## src/rss_pkg.sv

```systemverilog
// ---------------------------------------------------------------------------
// rss_pkg: shared types and constants for the radio scan sequencer
// Request codes, register map, skip test constants.
// ---------------------------------------------------------------------------
package rss_pkg;

    typedef enum logic [2:0] {
        REQ_START  = 3'd0,
        REQ_TUNE   = 3'd1,
        REQ_CHECK  = 3'd2,
        REQ_POLL   = 3'd3,
        REQ_TAIL   = 3'd4,
        REQ_SKIP   = 3'd5
    } req_code_t;

    typedef enum logic [2:0] {
        REG_RANGE_START    = 3'd0,
        REG_RANGE_END      = 3'd1,
        REG_STEP_SIZE      = 3'd2,
        REG_DETECT_MARGIN  = 3'd3,
        REG_OPEN_TIMEOUT   = 3'd4,
        REG_CLOSED_TIMEOUT = 3'd5,
        REG_MODE_FLAGS     = 3'd6,
        REG_POLL_INTERVAL  = 3'd7
    } reg_index_t;

    localparam int unsigned FREQ_W   = 28;
    localparam int unsigned OUT_FREQ_W = 27;
    localparam int unsigned ADDR_W   = 5;

    localparam logic [31:0] TAIL_GATE_MS = 32'd250;

    // garbage channel: multiple of 650000 = 2^4 * 40625
    localparam int unsigned GARBAGE_STEP = 650000;
    localparam int unsigned GARB_SHIFT   = 4;
    localparam int unsigned GARB_ODD     = GARBAGE_STEP >> GARB_SHIFT;
    localparam int unsigned GARB_W       = FREQ_W - GARB_SHIFT;
    localparam int unsigned GARB_LIMIT   = ((2 ** GARB_W) - 1) / GARB_ODD;

    // inverse of an odd value modulo 2^24 (Newton iteration)
    function automatic logic [23:0] odd_inverse(input logic [23:0] a);
        logic [23:0] x;
        x = a;
        for (int i = 0; i < 5; i++)
        begin
            x = x * (24'd2 - a * x);
        end
        return x;
    endfunction

    localparam logic [23:0] GARB_INV = odd_inverse(24'(GARB_ODD));

endpackage

```

## src/radio_scan_sequencer.sv

```systemverilog
// ---------------------------------------------------------------------------
// radio_scan_sequencer: frequency scan sequencer
// Sweeps a frequency range with skip, noise floor tracking, check and listen.
// ---------------------------------------------------------------------------
// One request beat yields one result beat. A new request is taken every
// cycle unless a result waits untaken; a request passes the input register,
// then one pass of sequencer logic into the result register. The longest
// path is the garbage channel test: a 24x24 multiply by the modular inverse
// of the odd part of the garbage step, a compare, then next-state selection.
// Configuration must be written over the APB port only while no request is
// in flight; the block itself does not enforce this.
// ---------------------------------------------------------------------------
module radio_scan_sequencer
(
    input  logic        clk,
    input  logic        rst_n,

    input  logic        req_valid,
    output logic        req_ready,
    input  logic [2:0]  req_type,
    input  logic [8:0]  rssi_level,
    input  logic        freq_listed,
    input  logic        squelch_open,
    input  logic [31:0] now_ms,

    output logic        res_valid,
    input  logic        res_ready,
    output logic [26:0] tune_freq,
    output logic [1:0]  scan_phase,
    output logic        audio_open,
    output logic [8:0]  noise_floor,
    output logic        range_wrapped,

    input  logic        psel,
    input  logic        penable,
    input  logic        pwrite,
    input  logic [4:0]  paddr,
    input  logic [31:0] pwdata,
    output logic [31:0] prdata,
    output logic        pready
);

    typedef enum logic [1:0] {
        PH_IDLE      = 2'd0,
        PH_TUNING    = 2'd1,
        PH_CHECKING  = 2'd2,
        PH_LISTENING = 2'd3
    } phase_t;

    // configuration
    logic [26:0] range_start_reg;
    logic [26:0] range_end_reg;
    logic [19:0] step_size_reg;
    logic [5:0]  margin_reg;
    logic [31:0] open_to_reg;
    logic [31:0] closed_to_reg;
    logic [2:0]  mode_reg;
    logic [15:0] poll_int_reg;

    // input stage
    logic        in_valid_reg;
    logic [2:0]  in_type_reg;
    logic [8:0]  in_rssi_reg;
    logic        in_listed_reg;
    logic        in_sq_reg;
    logic [31:0] in_now_reg;

    // sequencer state
    phase_t      phase_reg, phase_next;
    logic [27:0] freq_reg, freq_next;
    logic [8:0]  floor_reg, floor_next;
    logic [31:0] entered_reg, entered_next;
    logic [31:0] closed_since_reg, closed_since_next;
    logic        closed_valid_reg, closed_valid_next;
    logic [31:0] reopen_reg, reopen_next;
    logic [31:0] last_poll_reg, last_poll_next;
    logic        listen_reg, listen_next;
    logic        wrapped_next;

    logic        out_valid_reg;
    logic        fire;
    logic        cfg_write;

    logic [23:0] garb_prod;
    logic        garbage;
    logic        skippable;
    logic [27:0] freq_adv;
    logic        past_end;
    logic        adv_past_end;
    logic [8:0]  floor_upd;
    logic [9:0]  threshold;
    logic [31:0] gate_time;
    logic        poll_due;
    logic        open_now;
    logic        leave;

    assign pready    = 1'b1;
    assign cfg_write = psel && penable && pwrite;

    assign fire      = in_valid_reg && (!out_valid_reg || res_ready);
    assign req_ready = !in_valid_reg || fire;
    assign res_valid = out_valid_reg;

    // ---- configuration registers ----
    always_ff @(posedge clk or negedge rst_n)
    begin
        if (!rst_n)
        begin
            range_start_reg <= 27'd0;
            range_end_reg   <= 27'h7FFFFFF;
            step_size_reg   <= 20'd2500;
            margin_reg      <= 6'd12;
            open_to_reg     <= 32'd10000;
            closed_to_reg   <= 32'd3000;
            mode_reg        <= 3'd2;
            poll_int_reg    <= 16'd60;
        end
        else if (cfg_write)
        begin
            unique case (rss_pkg::reg_index_t'(paddr[4:2]))
                rss_pkg::REG_RANGE_START:    range_start_reg <= pwdata[26:0];
                rss_pkg::REG_RANGE_END:      range_end_reg   <= pwdata[26:0];
                rss_pkg::REG_STEP_SIZE:      step_size_reg   <= pwdata[19:0];
                rss_pkg::REG_DETECT_MARGIN:  margin_reg      <= pwdata[5:0];
                rss_pkg::REG_OPEN_TIMEOUT:   open_to_reg     <= pwdata;
                rss_pkg::REG_CLOSED_TIMEOUT: closed_to_reg   <= pwdata;
                rss_pkg::REG_MODE_FLAGS:     mode_reg        <= pwdata[2:0];
                rss_pkg::REG_POLL_INTERVAL:  poll_int_reg    <= pwdata[15:0];
                default: ;
            endcase
        end
    end

    always_comb
    begin
        unique case (rss_pkg::reg_index_t'(paddr[4:2]))
            rss_pkg::REG_RANGE_START:    prdata = {5'd0, range_start_reg};
            rss_pkg::REG_RANGE_END:      prdata = {5'd0, range_end_reg};
            rss_pkg::REG_STEP_SIZE:      prdata = {12'd0, step_size_reg};
            rss_pkg::REG_DETECT_MARGIN:  prdata = {26'd0, margin_reg};
            rss_pkg::REG_OPEN_TIMEOUT:   prdata = open_to_reg;
            rss_pkg::REG_CLOSED_TIMEOUT: prdata = closed_to_reg;
            rss_pkg::REG_MODE_FLAGS:     prdata = {29'd0, mode_reg};
            rss_pkg::REG_POLL_INTERVAL:  prdata = {16'd0, poll_int_reg};
            default:                     prdata = 32'd0;
        endcase
    end

    // ---- input register ----
    always_ff @(posedge clk or negedge rst_n)
    begin
        if (!rst_n)
        begin
            in_valid_reg <= 1'b0;
        end
        else if (req_ready)
        begin
            in_valid_reg <= req_valid;
        end
    end

    always_ff @(posedge clk)
    begin
        if (req_ready && req_valid)
        begin
            in_type_reg   <= req_type;
            in_rssi_reg   <= rssi_level;
            in_listed_reg <= freq_listed;
            in_sq_reg     <= squelch_open;
            in_now_reg    <= now_ms;
        end
    end

    // ---- shared terms ----
    assign garb_prod = freq_reg[27:rss_pkg::GARB_SHIFT] * rss_pkg::GARB_INV;
    assign garbage   = mode_reg[1] && (freq_reg[rss_pkg::GARB_SHIFT-1:0] == '0)
                       && (garb_prod <= 24'(rss_pkg::GARB_LIMIT));
    assign skippable = garbage || in_listed_reg;

    assign freq_adv     = freq_reg + {8'd0, step_size_reg};
    assign past_end     = freq_reg > {1'b0, range_end_reg};
    assign adv_past_end = freq_adv > {1'b0, range_end_reg};

    assign floor_upd = (in_rssi_reg < floor_reg) ? in_rssi_reg
                     : floor_reg + ((in_rssi_reg - floor_reg) >> 3);
    assign threshold = {1'b0, floor_upd} + {4'd0, margin_reg};

    assign gate_time = in_now_reg + rss_pkg::TAIL_GATE_MS;
    assign poll_due  = (in_now_reg - last_poll_reg) >= {16'd0, poll_int_reg};
    assign open_now  = in_sq_reg && (in_now_reg >= reopen_reg);

    // ---- next state ----
    always_comb
    begin
        phase_next        = phase_reg;
        freq_next         = freq_reg;
        floor_next        = floor_reg;
        closed_since_next = closed_since_reg;
        closed_valid_next = closed_valid_reg;
        reopen_next       = reopen_reg;
        last_poll_next    = last_poll_reg;
        listen_next       = listen_reg;
        wrapped_next      = 1'b0;
        leave             = 1'b0;

        unique case (in_type_reg)
            rss_pkg::REQ_START:
            begin
                freq_next         = {1'b0, range_start_reg};
                listen_next       = 1'b0;
                closed_valid_next = 1'b0;
                phase_next        = PH_TUNING;
            end
            rss_pkg::REQ_TUNE:
            begin
                if (phase_reg == PH_TUNING)
                begin
                    priority if (skippable && step_size_reg == '0)
                    begin
                        freq_next    = {1'b0, range_start_reg};
                        wrapped_next = 1'b1;
                    end
                    else if (skippable && !past_end)
                    begin
                        if (adv_past_end)
                        begin
                            freq_next    = {1'b0, range_start_reg};
                            wrapped_next = 1'b1;
                        end
                        else
                        begin
                            freq_next = freq_adv;
                        end
                    end
                    else if (past_end)
                    begin
                        freq_next    = {1'b0, range_start_reg};
                        wrapped_next = 1'b1;
                    end
                    else if (mode_reg[0])
                    begin
                        freq_next = freq_adv;
                    end
                    else
                    begin
                        floor_next = floor_upd;
                        if ({1'b0, in_rssi_reg} <= threshold)
                        begin
                            freq_next = freq_adv;
                        end
                        else
                        begin
                            phase_next = PH_CHECKING;
                        end
                    end
                end
            end
            rss_pkg::REQ_CHECK:
            begin
                if (phase_reg == PH_CHECKING)
                begin
                    if (in_sq_reg)
                    begin
                        listen_next = 1'b1;
                        phase_next  = PH_LISTENING;
                    end
                    else
                    begin
                        freq_next  = freq_adv;
                        phase_next = PH_TUNING;
                    end
                end
            end
            rss_pkg::REQ_POLL:
            begin
                if (phase_reg == PH_LISTENING && poll_due)
                begin
                    last_poll_next = in_now_reg;
                    listen_next    = open_now;
                    if (open_now != listen_reg)
                    begin
                        if (listen_reg)
                        begin
                            if (mode_reg[2])
                            begin
                                reopen_next = gate_time;
                            end
                            closed_since_next = in_now_reg;
                            closed_valid_next = 1'b1;
                        end
                        else
                        begin
                            closed_valid_next = 1'b0;
                        end
                    end
                    if (open_now)
                    begin
                        leave = (in_now_reg - entered_reg) >= open_to_reg;
                    end
                    else
                    begin
                        leave = closed_valid_next
                                && (in_now_reg - closed_since_next) >= closed_to_reg;
                    end
                    if (leave)
                    begin
                        listen_next       = 1'b0;
                        freq_next         = freq_adv;
                        closed_valid_next = 1'b0;
                        phase_next        = PH_TUNING;
                    end
                end
            end
            rss_pkg::REQ_TAIL:
            begin
                if (mode_reg[2])
                begin
                    reopen_next = gate_time;
                end
                listen_next = 1'b0;
            end
            rss_pkg::REQ_SKIP:
            begin
                listen_next = 1'b0;
                freq_next   = freq_adv;
                phase_next  = PH_TUNING;
            end
            default: ;
        endcase

        entered_next = (phase_next != phase_reg) ? in_now_reg : entered_reg;
    end

    // ---- state and result valid ----
    always_ff @(posedge clk or negedge rst_n)
    begin
        if (!rst_n)
        begin
            phase_reg        <= PH_IDLE;
            freq_reg         <= '0;
            floor_reg        <= 9'd100;
            entered_reg      <= '0;
            closed_since_reg <= '0;
            closed_valid_reg <= 1'b0;
            reopen_reg       <= '0;
            last_poll_reg    <= '0;
            listen_reg       <= 1'b0;
            out_valid_reg    <= 1'b0;
        end
        else
        begin
            if (fire)
            begin
                phase_reg        <= phase_next;
                freq_reg         <= freq_next;
                floor_reg        <= floor_next;
                entered_reg      <= entered_next;
                closed_since_reg <= closed_since_next;
                closed_valid_reg <= closed_valid_next;
                reopen_reg       <= reopen_next;
                last_poll_reg    <= last_poll_next;
                listen_reg       <= listen_next;
                out_valid_reg    <= 1'b1;
            end
            else if (res_ready)
            begin
                out_valid_reg <= 1'b0;
            end
        end
    end

    // ---- result payload ----
    always_ff @(posedge clk)
    begin
        if (fire)
        begin
            tune_freq     <= freq_next[27] ? '1 : freq_next[26:0];
            scan_phase    <= phase_next;
            audio_open    <= listen_next;
            noise_floor   <= floor_next;
            range_wrapped <= wrapped_next;
        end
    end

endmodule

```

## config.mk

```make
export PLATFORM = sky130hd
export DESIGN_NAME = radio_scan_sequencer
export DESIGN_NICKNAME = d
export VERILOG_FILES = /design/src/rss_pkg.sv /design/src/radio_scan_sequencer.sv
export SDC_FILE = /design/constraint.sdc
export NUM_CORES = 2
export LEC_CHECK = 0
export BUFFER_PORTS_ARGS = -buffer_cell sky130_fd_sc_hd__buf_2
export CAP_MARGIN = 20
export CORE_MARGIN = 1
export CORE_UTILIZATION = 55
export DETAILED_ROUTE_END_ITERATION = 8
export GPL_TIMING_DRIVEN = 0
export PLACE_DENSITY = 0.75
export SLEW_MARGIN = 20
export SYNTH_ARGS = -nofsm -noshare
export SYNTH_HDL_FRONTEND = slang
export SYNTH_SLANG_ARGS = --single-unit
```

## constraint.sdc

```tcl
create_clock -name clk -period 8.7 [get_ports clk]
set_input_delay 0.87 -clock clk [delete_from_list [all_inputs] [get_ports clk]]
set_output_delay 0.87 -clock clk [all_outputs]
set_load 0.02 [all_outputs]
```

==> impl_metrics.csv <==
group,metric,value,unit
synthesis,yosysUniqueCellTypes,96,
clock_network,htreeDepth,2,
synthesis,yosysSeqAreaShare,0.316,
synthesis,synth_top_cell_by_area,"dfrtp_1",
grt,grt_pass1_wl,165,mm
placement,dp_cells,4766,
placement,gp_routability_congestion,1.04,
finish,final_common_cell,"ha_1",
synthesis,avgSynthCellArea,9.27,um^2
sta,fin_tns_setup,0,ps
floorplan,rows,91,
synthesis,async_flop_share,0.795,
setup_path,path_buf_inv,3,
clock_network,tritoncts.num_buffers,47,
clock_network,cts_tree,"done",
grt,grt_max_degree,95,
route,ant_nets,0,
floorplan,core,62200,um^2
sta,grt_setup_unrepaired,"true",
route,initialDrtViolationCount,2546,
sta,finClkSkew,45.5,ps
clock_network,clockRootBuffer,"clkbuf_16",
hold_path,min_path_type,"input pin to async pin",
sta,setup_viol,0,
finish,mostFrequentLayoutCells,"ha_1, inv_1, nand2_1",
sta,worst_pin_slew,1060,ps
clock_network,clkTransAtPathRegs,60,ps
floorplan,die_h,254,um
floorplan,initial_core_util,0.561,
placement,place_area,36900,um^2
synthesis,synth_area,34900,um^2
sta,fmax,0.117,GHz
route,dr.pass1.iters,5,
synthesis,yosys.area.top_type_share,0.201,
sta,min_period,8530,ps
finish,layout.cells.non_filler,4910,
finish,area_delta_synth_final,13.3,%
clock_network,numClockSinks,420,
setup_path,path_max_fanout,9,
synthesis,synth-edff-count,86,
synthesis,ys_warn_count,0,
finish,stdcell_area,39500,um^2
grt,grt_pass1_vias,29200,
placement,dp_hpwl,83.7,mm
synthesis,synthCells,3763,
route,via_count,30100,
route,wl,108,mm
setup_path,crit_family,"compound AO/OA/AOI/OAI gates",
setup_path,critPathSlowestCell,"edfxtp_1",
grt,grt_antenna_before_repair,11,
setup_path,cp.arrival,8860,ps
route,drc,0,
synthesis,ys_ff_latch,420,
setup_path,crit_path_end_kind,"flop",
synthesis,synth_flop_cell,"dfrtp_1",
finish,drive_above_1_share,0.160,
sta,finalCritPeriodShare,0.981,
placement,port_buffers,160,
route,avgRoutedWirePerCell,22.0,um
clock_network,clk_latency,620,ps
job,cap_violations,0,
finish,fillers,5279,
setup_path,critical_path_class,"flop to flop",
clock_network,clk_path_buf_depth,3,
sta,max-slew-margin-rel,0.292,
floorplan,die-area,64400,um^2
setup_path,worst_setup_path_start_kind,"flop",
finish,fin_nets,4625,
synthesis,syn_nets,4358,
grt,grt_usage,0.333,
sta,hold_ws,127,ps
sta,drv_slew,0,
grt,overflow,0,
synthesis,synth_area_leaders,"dfrtp_1, ha_1, edfxtp_1",
setup_path,max_stage_delay,470,ps
setup_path,worstPathRequired,9030,ps
floorplan,die_width,254,um
sta,hold_violations,0,
outcome,outcome,"complete, no violations",
clock_network,hold_buffers,0,
floorplan,ios,165,
route,avgViaCountPerCell,6.14,
## logic make-up (layout without fill, tap and decap cells)
logic type | Yosys count | in the layout | share of synthesized area
AND/OR/NAND/NOR | 942 | 942 | 0.129
XOR/XNOR | 162 | 162 | 0.0411
buffers and inverters | 499 | 804 | 0.0555
multiplexers | 212 | 212 | 0.0694
other | 1 | 6 | 0.000108
AO/OA/AOI/OAI | 1022 | 1022 | 0.193
flip-flops | 420 | 420 | 0.316
adder cells (fa/ha/maj) | 505 | 505 | 0.196
## final cells by class
class | count | area [um^2] | share of cell area
well taps | 837 | 1050 | 0.0265
clock inverters | 16 | 204 | 0.00516
inverters | 369 | 1390 | 0.0351
diodes | 5 | 12.5 | 0.000317
multi-input cells | 2844 | 22400 | 0.568
plain buffers | 129 | 596 | 0.0151
repair buffers | 219 | 1430 | 0.0361
flip-flops and latches | 420 | 11000 | 0.279
clock buffers | 71 | 1370 | 0.0347
## routing by layer
| metal | up-vias | wire [um] | GRT usage |
|---|---|---|---|
| li1 | 14100 | - | - |
| met1 | 14500 | 44000 | 0.422 |
| met2 | 1193 | 50200 | 0.546 |
| met3 | 313 | 7300 | 0.0467 |
| met4 | 6 | 6680 | 0.192 |
| met5 | - | 34 | 0 |
## worst paths after layout
path	start	end	slack (ps)	cells past startpoint
hold reg to reg	closed_since_reg[26]	closed_since_reg[26]	480	2
max in group asynchronous	rst_n	reopen_reg[30]	7040	4
hold / removal	rst_n	in_valid_reg	130	1
setup / recovery	in_now_reg[23]	tune_freq[21]	170	40
setup reg to reg	in_now_reg[23]	tune_freq[21]	170	40
min in group clk	freq_listed	in_listed_reg	430	1
## worst register-to-register path: cells and delay by family, from the launching register on
| family | cells | cell delay (ps) |
|---|---|---|
| xor gates and xnor gates | 1 | 130 |
| AOI/OAI and AO/OA | 18 | 3560 |
| buffers and inverters | 3 | 330 |
| and+or+nand+nor | 14 | 2450 |
| adders and majority gates | 4 | 1330 |
| DFF | 1 | 470 |
## Yosys cell counts, types with 54 or more instances
library cell / number
fa_1: 67
clkbuf_1: 93
a211oi_1: 56
nand3_1: 61
o21ai_0: 297
mux2i_1: 63
a21o_1: 82
dfstp_2: 54
nor2_1: 208
edfxtp_1: 86
inv_1: 367
xnor2_1: 114
mux2_2: 139
nor3_1: 59
a21oi_1: 223
nand2_1: 325
ha_1: 438
dfrtp_1: 280
## timing repair
action                                  in CTS  in global routing
endpoints found under the setup margin      95                105
cloned                                       0                  2
setup buffers                               38                 13
pin swaps                                   27                 36
gates resized for setup                     63                 60
## metrics by stage
step	setup WS [ps]	utilization
after floorplan	224	-
final	168	0.636
after global placement	-3950	0.591
after detailed placement	-3310	0.594
after global routing	-168	0.636
after CTS	3.69	0.629
Power is left out: the tool's default activity adds up to more than one toggle a clock period on the data nets, which glitch-free logic cannot reach.
